$ cat config.mk
export PLATFORM = sky130hd
export DESIGN_NAME = drive_command_source_arbiter_core_flat
export DESIGN_NICKNAME = d
export VERILOG_FILES = /design/src/sv/dcsa_pkg.sv /design/src/sv/dcsa_if.sv /design/src/sv/drive_command_source_arbiter_core.sv /design/src/sv/dcsa_in_reg.sv /design/src/sv/dcsa_core.sv /design/src/sv/dcsa_out_reg.sv /design/src/flat_wrapper.sv
export SDC_FILE = /design/constraint.sdc
export NUM_CORES = 1
export LEC_CHECK = 0
export BUFFER_PORTS_ARGS = -buffer_cell sky130_fd_sc_hd__buf_2
export CAP_MARGIN = 20
export CORE_MARGIN = 4
export CORE_UTILIZATION = 45
export DETAILED_ROUTE_END_ITERATION = 10
export HOLD_SLACK_MARGIN = 0.02
export PLACE_DENSITY_LB_ADDON = 0.2
export SYNTH_ARGS = -nofsm -noshare
export SYNTH_HDL_FRONTEND = slang
export SYNTH_SLANG_ARGS = --single-unit
$ cat constraint.sdc
create_clock -name clk -period 4.9 [get_ports clk]
set_clock_uncertainty 0.15 [all_clocks]
set_input_delay 0.98 -clock clk [delete_from_list [all_inputs] [get_ports clk]]
set_output_delay 0.98 -clock clk [all_outputs]
set_load 0.05 [all_outputs]
$ cat src/sv/dcsa_pkg.sv
// dcsa_pkg.sv: shared types and constants for the drive command source arbiter
`default_nettype none

package dcsa_pkg;

  localparam int CFG_IDX_W  = 2;
  localparam int CFG_DATA_W = 16;

  localparam logic [CFG_IDX_W-1:0] CFG_DEADBAND    = 2'd0;
  localparam logic [CFG_IDX_W-1:0] CFG_RADIO_TMO   = 2'd1;
  localparam logic [CFG_IDX_W-1:0] CFG_NETWORK_TMO = 2'd2;

  localparam logic [14:0] DEADBAND_RST    = 15'd16;
  localparam logic [7:0]  RADIO_TMO_RST   = 8'd5;
  localparam logic [7:0]  NETWORK_TMO_RST = 8'd5;

  localparam logic [7:0] IDLE_MAX = 8'd255;

  localparam logic SRC_RADIO   = 1'b0;
  localparam logic SRC_NETWORK = 1'b1;

  localparam logic [1:0] SUP_NONE = 2'd0;

  localparam logic signed [15:0] Q14_MIN = 16'sh8000;
  localparam logic signed [15:0] Q14_MAX = 16'sh7fff;

  typedef struct packed {
    logic               radio_present;
    logic signed [15:0] radio_steer;
    logic signed [15:0] radio_throttle;
    logic signed [15:0] radio_stop_switch;
    logic signed [15:0] radio_mode_switch;
    logic               net_present;
    logic signed [15:0] net_linear;
    logic signed [15:0] net_angular;
    logic               sup_present;
    logic [1:0]         sup_value;
  } dcsa_in_t;

  typedef struct packed {
    logic               motion_valid;
    logic signed [15:0] motion_linear;
    logic signed [15:0] motion_angular;
    logic               radio_connected;
    logic               stop_active;
    logic               source_mode;
    logic [1:0]         supervisor_mode;
  } dcsa_out_t;

  typedef struct packed {
    logic     valid;
    dcsa_in_t data;
  } dcsa_stage_t;

  function automatic logic signed [15:0] neg_sat16(input logic signed [15:0] x);
    neg_sat16 = (x == Q14_MIN) ? Q14_MAX : -x;
  endfunction

endpackage

`default_nettype wire

$ cat src/sv/dcsa_if.sv
// dcsa_if.sv: request channels for ticks, results and register writes
`default_nettype none

interface dcsa_in_if;
  import dcsa_pkg::*;
  logic     valid;
  logic     ready;
  dcsa_in_t data;
  modport source (output valid, output data, input ready);
  modport sink   (input valid, input data, output ready);
endinterface

interface dcsa_out_if;
  import dcsa_pkg::*;
  logic      valid;
  logic      ready;
  dcsa_out_t data;
  modport source (output valid, output data, input ready);
  modport sink   (input valid, input data, output ready);
endinterface

interface dcsa_cfg_if;
  import dcsa_pkg::*;
  logic                  valid;
  logic                  ready;
  logic [CFG_IDX_W-1:0]  index;
  logic [CFG_DATA_W-1:0] wdata;
  modport source (output valid, output index, output wdata, input ready);
  modport sink   (input valid, input index, input wdata, output ready);
endinterface

`default_nettype wire

$ cat src/sv/drive_command_source_arbiter_core.sv
// drive_command_source_arbiter_core.sv: top level of the drive command source arbiter
//
// usage
//   in_chan  : one control tick per request (radio, network and supervisor fields)
//   out_chan : one result per tick (motion command and robot status)
//   cfg_chan : register writes, index 0 deadband, 1 radio timeout, 2 network timeout;
//              always ready, write only while no tick is in flight
//   path     : an accepted tick is held in the input register, then its result in the result register
//   throughput: one tick per cycle while out_chan is ready; the core updates its state as each tick moves on
//   reset    : rst_n low clears both stages, link state, counters and held commands;
//              registers return to deadband 16 and timeouts of 5, source is network
//   stall    : while out_chan is not ready the result register holds its request,
//              one more tick waits in the input register, then in_chan ready drops
`default_nettype none

module drive_command_source_arbiter_core (
  input  wire logic   clk,
  input  wire logic   rst_n,
  dcsa_in_if.sink     in_chan,
  dcsa_out_if.source  out_chan,
  dcsa_cfg_if.sink    cfg_chan
);
  import dcsa_pkg::*;

  dcsa_stage_t stage;
  dcsa_out_t   result;
  logic        advance;

  dcsa_in_reg u_in_reg (
    .clk      (clk),
    .rst_n    (rst_n),
    .in_valid (in_chan.valid),
    .in_data  (in_chan.data),
    .in_ready (in_chan.ready),
    .advance  (advance),
    .stage    (stage)
  );

  dcsa_core u_core (
    .clk       (clk),
    .rst_n     (rst_n),
    .cfg_valid (cfg_chan.valid),
    .cfg_index (cfg_chan.index),
    .cfg_wdata (cfg_chan.wdata),
    .cfg_ready (cfg_chan.ready),
    .stage     (stage),
    .advance   (advance),
    .result    (result)
  );

  dcsa_out_reg u_out_reg (
    .clk       (clk),
    .rst_n     (rst_n),
    .result    (result),
    .load_req  (stage.valid),
    .advance   (advance),
    .out_valid (out_chan.valid),
    .out_data  (out_chan.data),
    .out_ready (out_chan.ready)
  );

endmodule

`default_nettype wire

$ cat src/sv/dcsa_in_reg.sv
// dcsa_in_reg.sv: input register stage for control tick requests
`default_nettype none

module dcsa_in_reg (
  input  wire logic                 clk,
  input  wire logic                 rst_n,
  input  wire logic                 in_valid,
  input  wire dcsa_pkg::dcsa_in_t   in_data,
  output logic                      in_ready,
  input  wire logic                 advance,
  output dcsa_pkg::dcsa_stage_t     stage
);
  import dcsa_pkg::*;

  logic     valid_r, valid_nxt;
  dcsa_in_t data_r;
  logic     load;

  assign in_ready = !valid_r || advance;
  assign load     = in_valid && in_ready;

  always_comb begin
    valid_nxt = valid_r;
    if (load) begin
      valid_nxt = 1'b1;
    end else if (advance) begin
      valid_nxt = 1'b0;
    end
  end

  always_ff @(posedge clk) begin
    if (!rst_n) begin
      valid_r <= 1'b0;
    end else begin
      valid_r <= valid_nxt;
    end
  end

  always_ff @(posedge clk) begin
    if (load) begin
      data_r <= in_data;
    end
  end

  assign stage.valid = valid_r;
  assign stage.data  = data_r;

endmodule

`default_nettype wire

$ cat src/sv/dcsa_core.sv
// dcsa_core.sv: source selection, link timeouts, stop and supervisor handling and config registers
`default_nettype none

module dcsa_core (
  input  wire logic                               clk,
  input  wire logic                               rst_n,
  input  wire logic                               cfg_valid,
  input  wire logic [dcsa_pkg::CFG_IDX_W-1:0]     cfg_index,
  input  wire logic [dcsa_pkg::CFG_DATA_W-1:0]    cfg_wdata,
  output logic                                    cfg_ready,
  input  wire dcsa_pkg::dcsa_stage_t              stage,
  input  wire logic                               advance,
  output dcsa_pkg::dcsa_out_t                     result
);
  import dcsa_pkg::*;

  logic [14:0] deadband_r;
  logic [7:0]  radio_tmo_r;
  logic [7:0]  net_tmo_r;

  logic [7:0]         radio_idle_r, radio_idle_nxt;
  logic [7:0]         net_idle_r, net_idle_nxt;
  logic signed [15:0] held_lin_r, held_lin_nxt;
  logic signed [15:0] held_ang_r, held_ang_nxt;
  logic signed [15:0] cur_lin_r, cur_lin_nxt;
  logic signed [15:0] cur_ang_r, cur_ang_nxt;
  logic               alive_r, alive_nxt;
  logic               stop_r, stop_nxt;
  logic               mode_r, mode_nxt;
  logic [1:0]         sup_r, sup_nxt;

  logic signed [16:0] mode_ch;
  logic signed [16:0] db;
  logic               in_band;
  logic               fire;
  dcsa_in_t           d;

  assign cfg_ready = 1'b1;
  assign d         = stage.data;
  assign fire      = stage.valid && advance;

  always_ff @(posedge clk) begin
    if (!rst_n) begin
      deadband_r  <= DEADBAND_RST;
      radio_tmo_r <= RADIO_TMO_RST;
      net_tmo_r   <= NETWORK_TMO_RST;
    end else if (cfg_valid) begin
      case (cfg_index)
        CFG_DEADBAND:    deadband_r  <= cfg_wdata[14:0];
        CFG_RADIO_TMO:   radio_tmo_r <= cfg_wdata[7:0];
        CFG_NETWORK_TMO: net_tmo_r   <= cfg_wdata[7:0];
        default: ;
      endcase
    end
  end

  assign mode_ch = {d.radio_mode_switch[15], d.radio_mode_switch};
  assign db      = $signed({2'b00, deadband_r});
  assign in_band = (mode_ch < db) && (mode_ch > -db);

  always_comb begin
    radio_idle_nxt = radio_idle_r;
    net_idle_nxt   = net_idle_r;
    held_lin_nxt   = held_lin_r;
    held_ang_nxt   = held_ang_r;
    cur_lin_nxt    = cur_lin_r;
    cur_ang_nxt    = cur_ang_r;
    alive_nxt      = alive_r;
    stop_nxt       = stop_r;
    mode_nxt       = mode_r;
    sup_nxt        = sup_r;

    // radio link
    if (d.radio_present) begin
      radio_idle_nxt = 8'd0;
      alive_nxt      = 1'b1;
      if (in_band) begin
        mode_nxt    = SRC_RADIO;
        cur_lin_nxt = d.radio_throttle;
        cur_ang_nxt = neg_sat16(d.radio_steer);
      end else begin
        mode_nxt = SRC_NETWORK;
      end
      stop_nxt = d.radio_stop_switch > 16'sd0;
    end else if (radio_idle_r > radio_tmo_r) begin
      alive_nxt = 1'b0;
      stop_nxt  = 1'b0;
      mode_nxt  = SRC_NETWORK;
    end else if (radio_idle_r < IDLE_MAX) begin
      radio_idle_nxt = radio_idle_r + 8'd1;
    end

    // network command hold
    if (mode_nxt == SRC_NETWORK) begin
      if (d.net_present) begin
        held_lin_nxt = d.net_linear;
        held_ang_nxt = d.net_angular;
        net_idle_nxt = 8'd0;
      end else if (net_idle_r > net_tmo_r) begin
        held_lin_nxt = 16'sd0;
        held_ang_nxt = 16'sd0;
      end else if (net_idle_r < IDLE_MAX) begin
        net_idle_nxt = net_idle_r + 8'd1;
      end
      cur_lin_nxt = held_lin_nxt;
      cur_ang_nxt = held_ang_nxt;
    end

    if (d.sup_present) begin
      sup_nxt = d.sup_value;
    end

    if (sup_nxt == SUP_NONE && stop_nxt) begin
      cur_lin_nxt = 16'sd0;
      cur_ang_nxt = 16'sd0;
    end

    result.motion_valid    = (sup_nxt == SUP_NONE);
    result.motion_linear   = (sup_nxt == SUP_NONE) ? cur_lin_nxt : 16'sd0;
    result.motion_angular  = (sup_nxt == SUP_NONE) ? cur_ang_nxt : 16'sd0;
    result.radio_connected = alive_nxt;
    result.stop_active     = stop_nxt;
    result.source_mode     = mode_nxt;
    result.supervisor_mode = sup_nxt;
  end

  always_ff @(posedge clk) begin
    if (!rst_n) begin
      radio_idle_r <= 8'd0;
      net_idle_r   <= 8'd0;
      held_lin_r   <= 16'sd0;
      held_ang_r   <= 16'sd0;
      cur_lin_r    <= 16'sd0;
      cur_ang_r    <= 16'sd0;
      alive_r      <= 1'b0;
      stop_r       <= 1'b0;
      mode_r       <= SRC_NETWORK;
      sup_r        <= SUP_NONE;
    end else if (fire) begin
      radio_idle_r <= radio_idle_nxt;
      net_idle_r   <= net_idle_nxt;
      held_lin_r   <= held_lin_nxt;
      held_ang_r   <= held_ang_nxt;
      cur_lin_r    <= cur_lin_nxt;
      cur_ang_r    <= cur_ang_nxt;
      alive_r      <= alive_nxt;
      stop_r       <= stop_nxt;
      mode_r       <= mode_nxt;
      sup_r        <= sup_nxt;
    end
  end

endmodule

`default_nettype wire

$ cat src/sv/dcsa_out_reg.sv
// dcsa_out_reg.sv: result register in front of the result channel
`default_nettype none

module dcsa_out_reg (
  input  wire logic                 clk,
  input  wire logic                 rst_n,
  input  wire dcsa_pkg::dcsa_out_t  result,
  input  wire logic                 load_req,
  output logic                      advance,
  output logic                      out_valid,
  output dcsa_pkg::dcsa_out_t       out_data,
  input  wire logic                 out_ready
);
  import dcsa_pkg::*;

  logic      valid_r, valid_nxt;
  dcsa_out_t data_r;
  logic      load;

  assign advance = !valid_r || out_ready;
  assign load    = load_req && advance;

  always_comb begin
    valid_nxt = valid_r;
    if (load) begin
      valid_nxt = 1'b1;
    end else if (out_ready) begin
      valid_nxt = 1'b0;
    end
  end

  always_ff @(posedge clk) begin
    if (!rst_n) begin
      valid_r <= 1'b0;
    end else begin
      valid_r <= valid_nxt;
    end
  end

  always_ff @(posedge clk) begin
    if (load) begin
      data_r <= result;
    end
  end

  assign out_valid = valid_r;
  assign out_data  = data_r;

endmodule

`default_nettype wire

$ cat src/flat_wrapper.sv
// flat-port wrapper written by rule: the top's interface ports become plain ports
module drive_command_source_arbiter_core_flat import dcsa_pkg::*;
  (clk, rst_n, in_chan_valid, in_chan_data, in_chan_ready, out_chan_valid, out_chan_data, out_chan_ready, cfg_chan_valid, cfg_chan_index, cfg_chan_wdata, cfg_chan_ready);
  dcsa_in_if in_chan_i ();
  dcsa_out_if out_chan_i ();
  dcsa_cfg_if cfg_chan_i ();
  input  wire logic clk;
  input  wire logic rst_n;
  input wire logic [$bits(in_chan_i.valid)-1:0] in_chan_valid;
  input wire logic [$bits(in_chan_i.data)-1:0] in_chan_data;
  output wire logic [$bits(in_chan_i.ready)-1:0] in_chan_ready;
  output wire logic [$bits(out_chan_i.valid)-1:0] out_chan_valid;
  output wire logic [$bits(out_chan_i.data)-1:0] out_chan_data;
  input wire logic [$bits(out_chan_i.ready)-1:0] out_chan_ready;
  input wire logic [$bits(cfg_chan_i.valid)-1:0] cfg_chan_valid;
  input wire logic [$bits(cfg_chan_i.index)-1:0] cfg_chan_index;
  input wire logic [$bits(cfg_chan_i.wdata)-1:0] cfg_chan_wdata;
  output wire logic [$bits(cfg_chan_i.ready)-1:0] cfg_chan_ready;
  assign in_chan_i.valid = in_chan_valid;
  assign in_chan_i.data = in_chan_data;
  assign in_chan_ready = in_chan_i.ready;
  assign out_chan_valid = out_chan_i.valid;
  assign out_chan_data = out_chan_i.data;
  assign out_chan_i.ready = out_chan_ready;
  assign cfg_chan_i.valid = cfg_chan_valid;
  assign cfg_chan_i.index = cfg_chan_index;
  assign cfg_chan_i.wdata = cfg_chan_wdata;
  assign cfg_chan_ready = cfg_chan_i.ready;
  drive_command_source_arbiter_core u_core (.clk(clk), .rst_n(rst_n), .in_chan(in_chan_i), .out_chan(out_chan_i), .cfg_chan(cfg_chan_i));
endmodule
==> results.rst, run 1 <==
.. list-table::
   :header-rows: 1

   * - Metric
     - Value
   * - Count of endpoints failing hold in the final timing report
     - 0
   * - Syn Nets
     - 1218
   * - Antenna violations before repair
     - 2
   * - Share of the yosys chip area belonging to registers
     - 0.569
   * - Post-Route Setup TNS
     - 0 ps
   * - Final wirelength
     - 27500 um
   * - Largest area contributor in the netlist
     - sky130_fd_sc_hd__edfxtp_1
   * - Via count of the first global-routing pass
     - 8146
   * - Top Ports
     - 165
   * - Clock buffer count from CTS
     - 28
   * - Sequence of cells on the critical path
     - inv_1 -> nand4_1 -> nor4_2 -> nand3_1 -> nor3_1 -> xnor2_1 -> ha_1 -> nand4_1 -> nand2b_1 -> or4_1 -> o21a_1 -> a311o_2 -> buf_4 -> or4_1 -> a21oi_1
   * - Cell row count
     - 58
   * - Nature of the critical path endpoint
     - flip-flop
   * - Starting density of the core
     - 0.456
   * - Peak ir drop on the vdd network
     - 302 uV
   * - Synth Register Bits
     - 257
   * - Final estimated routing congestion in global placement
     - 0.859
   * - Leading cell types by count after synthesis
     - sky130_fd_sc_hd__edfxtp_1 (139), sky130_fd_sc_hd__nand2_1 (121), sky130_fd_sc_hd__dfxtp_1 (118)
   * - Chip height
     - 168 um
   * - Share of total power in sequential cells
     - 0.475
   * - Top cell family by delay on the critical path
     - simple AND/OR/NAND/NOR gates
   * - Worst stage delay on the critical path
     - 540 ps
   * - Count of unique library cells instantiated by Yosys
     - 64
   * - Status
     - completed
   * - Worst-case clock buffer depth
     - 3
   * - Net Sw Frac
     - 0.249
   * - Sink of the worst hold path
     - u_core.u_core.cur_lin_r[15]
   * - Arrival time of data at the critical path endpoint
     - 4800 ps
   * - Wirelength per Cell
     - 17.6 um
   * - Count of H-tree levels built during CTS
     - 1
   * - Worst Path Buf+Inv
     - 2
   * - Fill count
     - 2235
   * - Actual transition at the worst max-transition pin
     - 1040 ps
   * - Proportion of power drawn by the clock network
     - 0.417
   * - Total routing usage reported by global routing
     - 0.190
   * - Internal reg-to-reg setup slack
     - 420 ps
   * - Half-perimeter wire length after detailed placement
     - 19100 um
   * - Clock Tree Root
     - sky130_fd_sc_hd__clkbuf_16
   * - Yosys top cell area share
     - 0.363
   * - Final count of pins violating max slew
     - 0
   * - Fin crit period
     - 4480 ps
   * - Global route overflow
     - 0
   * - Count of input and output buffers
     - 162
   * - Number of nets in the finished design
     - 1377
   * - Number of synthesized flops with an enable pin
     - 139
   * - Hold path cells
     - 2
   * - Most used flip-flop cell after synthesis
     - sky130_fd_sc_hd__edfxtp_1
   * - CP Data Required Time
     - 5220 ps
   * - Slew Limit Headroom
     - 0.306
   * - Via count
     - 8395
   * - Number of iterations in the first detailed-routing pass
     - 5
   * - Power per Cell Area
     - 377 nW/um^2
   * - Net Switching
     - 1280 uW
   * - Library cell with the highest instance count after synthesis
     - sky130_fd_sc_hd__edfxtp_1
   * - Clock slew seen by the registers of the worst setup and hold paths
     - 60 ps
   * - Internal Power
     - 3880 uW
   * - Cell Area, Synth
     - 11500 um^2
   * - Pin count of the biggest net entering global routing
     - 73
   * - Fmax
     - 223 MHz
   * - Gate power share
     - 0.108
   * - Startpoint class of the critical path
     - flip-flop
   * - Synthesized instance count
     - 1043
   * - Detailed-route DRC error count
     - 0
   * - Path type of the worst min-delay path
     - reg -> reg
   * - Post-CTS setup buffer count
     - 0
   * - Proportion of layout cells with a drive suffix above 1
     - 0.214
   * - Number of cells on the critical path
     - 15
   * - Cell with the largest stage delay on the worst path
     - sky130_fd_sc_hd__a311o_2
   * - Footprint of the flip-flops and latches
     - 6540 um^2
   * - Area growth syn-to-layout
     - 19.2%
   * - Final setup vio count
     - 0
   * - Number of violations reported at the end of detailed-routing iteration 0
     - 588
   * - Total number of yosys warnings
     - 0
   * - Total power after layout
     - 5160 uW
   * - Post-DRT Antenna Nets
     - 0
   * - Global-route wire length before repair
     - 43700 um
   * - Final period utilization
     - 0.913
   * - Leak Pwr
     - 0.00543 uW
   * - Clock insertion delay at the later pin of the skew report
     - 550 ps
   * - Worst Hold Launch
     - u_core.u_core.cur_lin_r[15]
   * - Maximum net fanout on the critical path
     - 15
   * - Worst reg2reg path startpoint
     - u_core.u_core.deadband_r[3]
   * - Mean cell area of the mapped netlist
     - 11.0 um^2
   * - Category of the critical setup timing path
     - reg -> reg
   * - Leading post-synthesis cells by cell area
     - sky130_fd_sc_hd__edfxtp_1 (36%), sky130_fd_sc_hd__dfxtp_1 (21%), sky130_fd_sc_hd__ha_1 (5.6%)
   * - Number of clock sinks
     - 257
   * - Number of max-capacitance violations reported
     - 0
   * - Die footprint
     - 28100 um^2
   * - Core Footprint
     - 25200 um^2
   * - Count of cells along the worst register-to-register path
     - 15
   * - Terminus of the critical flop-to-flop path
     - u_core.u_core.net_idle_r[5]
   * - Multi-input gate area in the final layout
     - 4540 um^2
   * - Die outline width
     - 168 um
   * - Number of vias per cell
     - 5.40
   * - Setup repair after global routing missed its margin
     - no
   * - TritonCTS clock tree
     - done
   * - Async set-reset flop share out of synthesis
     - 0
-- power groups by stage --
stage | clock (uW) | combinational [uW] | sequential [uW]
global placement | 0 | 548 | 2490
finish | 2150 | 556 | 2450
floorplan | 0 | 308 | 2550
global route | 2300 | 613 | 2460
CTS | 2200 | 559 | 2450
detailed placement | 0 | 556 | 2500
-- worst reg2reg max path, cell delays in order (launching register included) --
cell                       delay, ps
sky130_fd_sc_hd__dfxtp_1         310
sky130_fd_sc_hd__inv_1           160
sky130_fd_sc_hd__nand4_1         230
sky130_fd_sc_hd__nor4_2          360
sky130_fd_sc_hd__nand3_1         250
sky130_fd_sc_hd__nor3_1          230
sky130_fd_sc_hd__xnor2_1         100
sky130_fd_sc_hd__ha_1            320
sky130_fd_sc_hd__nand4_1         120
sky130_fd_sc_hd__nand2b_1        170
sky130_fd_sc_hd__or4_1           470
sky130_fd_sc_hd__o21a_1          180
sky130_fd_sc_hd__a311o_2         540
sky130_fd_sc_hd__buf_4           210
sky130_fd_sc_hd__or4_1           500
sky130_fd_sc_hd__a21oi_1         140
-- registers in the layout (all words and copies together), names as in the netlist --
signal / cells
u_core.u_core.stop_r: 1
u_core.u_in_reg.stage: 101
u_core.u_core.held_lin_r: 16
u_core.u_core.mode_r: 1
u_core.u_core.radio_tmo_r: 8
u_core.u_core.alive_r: 1
u_core.u_core.deadband_r: 15
u_core.u_core.sup_r: 2
u_core.u_core.cur_lin_r: 16
u_core.u_core.cur_ang_r: 16
u_core.u_core.net_idle_r: 8
u_core.u_out_reg.out_data: 38
u_core.u_core.held_ang_r: 16
u_core.u_out_reg.out_valid: 1
u_core.u_core.net_tmo_r: 8
u_core.u_in_reg.valid_r: 1
u_core.u_core.radio_idle_r: 8
-- worst max-delay path by stage --
| stage | slack, ps | startpoint | endpoint |
|---|---|---|---|
| 3_5_place_dp | 280 | u_core.u_core.deadband_r[3] | u_core.u_out_reg.out_data[8] |
| 4_1_cts | 250 | u_core.u_core.deadband_r[3] | u_core.u_core.net_idle_r[5] |
| 5_1_grt | 20 | u_core.u_core.deadband_r[3] | u_core.u_core.net_idle_r[5] |
| 3_3_place_gp | 380 | u_core.u_core.deadband_r[3] | u_core.u_core.net_idle_r[5] |
| 2_1_floorplan | 460 | out_chan_ready | u_core.u_in_reg.stage[0] |
| 6_report | 420 | u_core.u_core.deadband_r[3] | u_core.u_core.net_idle_r[5] |
-- cell type report --
type                    instances  share of cell area
diodes                          2            0.000366
clock buffers                  38              0.0594
clock inverters                14              0.0114
inverters                      66              0.0181
multi-input cells             669               0.332
flip-flops and latches        257               0.477
well taps                     330              0.0302
repair buffers                180              0.0712
-- layer usage --
layer | global-route usage | wire, um | vias up
li1 | - | - | 4180
met1 | 0.278 | 13100 | 3990
met2 | 0.302 | 12700 | 191
met3 | 0.0281 | 1150 | 34
met4 | 0.0420 | 552 | 0
met5 | 0 | 0 | -
-- repair_timing --
item                       CTS  global route
hold buffers                 0             0
gates resized for setup      0             1
setup endpoints to repair    0            36
-- logic make-up after synthesis --
logic type | after synthesis | share of synthesized area
and+or+nand+nor | 322 | 0.135
DFF | 257 | 0.569
AOI/OAI and AO/OA | 214 | 0.130
buffers and inverters | 117 | 0.0397
muxes | 59 | 0.0536
adders and majority gates | 51 | 0.0556
xor gates and xnor gates | 22 | 0.0168
other | 1 | 0.000326
-- placed cells by master, fill, tap and decap left out, drive strengths merged, types with 4 or more instances in the layout --
cell	count
and3b	4
a32o	4
inv	66
o21ai	37
nand3	16
or3	7
xnor2	17
nor3	32
mux2i	39
dfxtp	118
a21oi	53
clkbuf	38
a211oi	5
o31ai	16
or4	10
clkinvlp	4
and3	4
ha	51
o211ai	4
and2	6
nor2b	10
a21o	10
a22o	28
xor2	5
buf	180
o22ai	4
nand2b	7
clkinv	8
nand4	16
mux2	20
o41ai	23
nand2	121
o32ai	5
nor2	65
edfxtp	139
nor4	11
-- per-stage QoR --
step	cells	util	instance area, um^2	setup WS, ps	hold slack, ps
after floorplan	1043	-	11500	458	271
after global placement	1501	0.504	12700	378	279
after detailed placement	1501	0.504	12700	284	289
after CTS	1553	0.543	13700	249	303
after global routing	1556	0.544	13700	18.1	322
final	1556	0.544	13700	425	299
Note: power is estimated with default switching activity, not from simulation.
==> inputs of run 2 (changes only) <==
--- a/config.mk
+++ b/config.mk
@@ -5,11 +5,11 @@
 export SDC_FILE = /design/constraint.sdc
 export NUM_CORES = 1
 export LEC_CHECK = 0
-export BUFFER_PORTS_ARGS = -buffer_cell sky130_fd_sc_hd__buf_2
 export CAP_MARGIN = 20
 export CORE_MARGIN = 4
 export CORE_UTILIZATION = 45
 export DETAILED_ROUTE_END_ITERATION = 10
+export DONT_BUFFER_PORTS = 1
 export HOLD_SLACK_MARGIN = 0.02
 export PLACE_DENSITY_LB_ADDON = 0.2
 export SYNTH_ARGS = -nofsm -noshare
==> run 2 against run 1 <==
Clock-buffer cell count down 5. Total power up 2.1%. Register-to-register slack better by 110 ps. Clock power up 8%. Design area down 5.3%. Die area unchanged. Cell count down 10%. Via count down 6.1%. Largest power group unchanged. Highest routed layer unchanged.
==> results.rst, run 2 (synthesized netlist as in run 1, its figures left out) <==
.. list-table::
   :header-rows: 1

   * - Metric
     - Value
   * - Final setup margin
     - 535 ps
   * - Startpoint class of the critical path
     - flip-flop
   * - Number of diodes
     - 0
   * - Slew Limit Headroom
     - 0.281
   * - Final Non-Filler Cells
     - 1399
   * - Clock buffer count from CTS
     - 30
   * - Most frequent cells in the layout
     - sky130_fd_sc_hd__edfxtp_1 (139), sky130_fd_sc_hd__nand2_1 (121), sky130_fd_sc_hd__dfxtp_1 (118)
   * - Via count of the first global-routing pass
     - 7703
   * - Category of the critical setup timing path
     - reg -> reg
   * - Post-Route Setup TNS
     - 0 ps
   * - Final count of pins violating max slew
     - 0
   * - Chip height
     - 168 um
   * - Number of iterations in the first detailed-routing pass
     - 5
   * - Number of clock sinks
     - 257
   * - Top Ports
     - 165
   * - Hold path cells
     - 2
   * - Path type of the worst min-delay path
     - reg -> reg
   * - Starting density of the core
     - 0.456
   * - Internal reg-to-reg setup slack
     - 540 ps
   * - Via count
     - 7883
   * - Number of vias per cell
     - 5.63
   * - Clock Tree Root
     - sky130_fd_sc_hd__clkbuf_16
   * - Fin crit period
     - 4360 ps
   * - Cts hold-fix bufs
     - 0
   * - Leak Pwr
     - 0.00485 uW
   * - Number of flip-flops in the largest register
     - 101
   * - Arrival time of data at the critical path endpoint
     - 4650 ps
   * - Post-CTS setup buffer count
     - 0
   * - Proportion of layout cells with a drive suffix above 1
     - 0.0954
   * - TritonCTS clock tree
     - done
   * - Detailed-route DRC error count
     - 0
   * - Count of H-tree levels built during CTS
     - 1
   * - Wirelength per Cell
     - 19.3 um
   * - Core Footprint
     - 25200 um^2
   * - Critical path origin
     - u_core.u_core.deadband_r[3]
   * - Pin count of the biggest net entering global routing
     - 67
   * - Total routing usage reported by global routing
     - 0.188
   * - Placed instance count
     - 1343
   * - Final setup vio count
     - 0
   * - Cell row count
     - 58
   * - Maximum net fanout on the critical path
     - 24
   * - Placed standard-cell area
     - 11900 um^2
   * - Power per Cell Area
     - 407 nW/um^2
   * - Pre-CTS WS
     - 582 ps
   * - Number of nets in the finished design
     - 1220
   * - Clock insertion delay at the later pin of the skew report
     - 550 ps
   * - Peak ir drop on the vdd network
     - 330 uV
   * - Worst-case clock buffer depth
     - 3
   * - Antenna violations before repair
     - 0
   * - Count of input and output buffers
     - 0
   * - Final wirelength
     - 27000 um
   * - Final standard cell area without fillers
     - 13000 um^2
   * - Clock slew seen by the registers of the worst setup and hold paths
     - 60 ps
   * - Nature of the critical path endpoint
     - flip-flop
   * - Status
     - completed
   * - Die outline width
     - 168 um
   * - Half-perimeter wire length after detailed placement
     - 18900 um
   * - Final period utilization
     - 0.891
   * - Total power after layout
     - 5270 uW
   * - Resized Gates After CTS
     - 0
   * - Crit path capture
     - u_core.u_core.held_lin_r[13]
   * - Number of violations reported at the end of detailed-routing iteration 0
     - 624
   * - Fill count
     - 2249
   * - Terminus of the critical flop-to-flop path
     - u_core.u_core.held_lin_r[13]
   * - Global route overflow
     - 0
   * - Count of endpoints failing hold in the final timing report
     - 0
   * - Die footprint
     - 28100 um^2
   * - Commonest non-fill, non-tap cell in the layout
     - sky130_fd_sc_hd__edfxtp_1
   * - Actual transition at the worst max-transition pin
     - 1080 ps
   * - Fmax
     - 229 MHz
   * - Area growth syn-to-layout
     - 12.8%
   * - Number of max-capacitance violations reported
     - 0
   * - Final estimated routing congestion in global placement
     - 0.813
   * - Count of cells along the worst register-to-register path
     - 16
   * - Worst reg2reg path startpoint
     - u_core.u_core.deadband_r[3]
   * - Post-DRT Antenna Nets
     - 0
   * - Setup repair after global routing missed its margin
     - no
   * - Global-route wire length before repair
     - 42900 um
   * - CP Data Required Time
     - 5180 ps
-- run 2: layer usage --
metal,routed length [um],GRT usage,vias up,share of wire
met1,12400,0.261,3813,0.46
met5,0,0,-,0
li1,-,-,3858,-
met3,1700,0.0500,32,0.063
met4,437,0.0360,0,0.016
met2,12500,0.300,180,0.46
-- run 2: through the flow --
| step | hold WS, ps | utilization |
|---|---|---|
| after CTS | 304 | 0.515 |
| after floorplan | 271 | - |
| after detailed placement | 288 | 0.473 |
| after global placement | 279 | 0.473 |
| after global routing | 316 | 0.515 |
| final | 295 | 0.515 |
-- run 2: power breakdown --
group | switching [uW] | total, uW | internal [uW] | leakage (uW)
logic | 253 | 413 | 160 | 0.00204
clock network | 887 | 2330 | 1440 | 0.000507
registers | 133 | 2530 | 2400 | 0.00230
total | 1270 | 5270 | 4000 | 0.00485
-- run 2: worst max-delay path: stages, from the launching register on --
cell and delay (ps):
sky130_fd_sc_hd__dfxtp_1 310, sky130_fd_sc_hd__inv_1 150, sky130_fd_sc_hd__nand4_1 190, sky130_fd_sc_hd__nor4_1 220, sky130_fd_sc_hd__buf_4 180, sky130_fd_sc_hd__nand3_1 180
sky130_fd_sc_hd__nor3_1 220, sky130_fd_sc_hd__xnor2_1 100, sky130_fd_sc_hd__ha_1 310, sky130_fd_sc_hd__nand4_1 120, sky130_fd_sc_hd__nand2b_1 170, sky130_fd_sc_hd__or4_1 470
sky130_fd_sc_hd__o21a_1 180, sky130_fd_sc_hd__a311o_2 580, sky130_fd_sc_hd__o21a_1 230, sky130_fd_sc_hd__buf_4 230, sky130_fd_sc_hd__a22o_1 270
-- run 2: area by class of cell --
type	instances	area [um^2]	share of cell area
Multi-Input combinational cell	669	4540	0.350
Inverter	66	248	0.0191
Sequential cell	257	6540	0.504
Timing Repair Buffer	21	183	0.0141
Clock inverter	23	282	0.0217
Tap cell	330	413	0.0319
Clock buffer	33	762	0.0588
-- run 2: how the worst min path moves through the flow --
stage / start / endpoint
2_1_floorplan: u_core.u_core.cur_lin_r[0] / u_core.u_core.cur_lin_r[0]
3_3_place_gp: u_core.u_core.cur_lin_r[2] / u_core.u_core.cur_lin_r[2]
3_5_place_dp: u_core.u_core.cur_lin_r[15] / u_core.u_core.cur_lin_r[15]
4_1_cts: u_core.u_core.cur_lin_r[13] / u_core.u_core.cur_lin_r[13]
5_1_grt: u_core.u_core.cur_lin_r[13] / u_core.u_core.cur_lin_r[13]
6_report: u_core.u_core.cur_lin_r[8] / u_core.u_core.cur_lin_r[8]
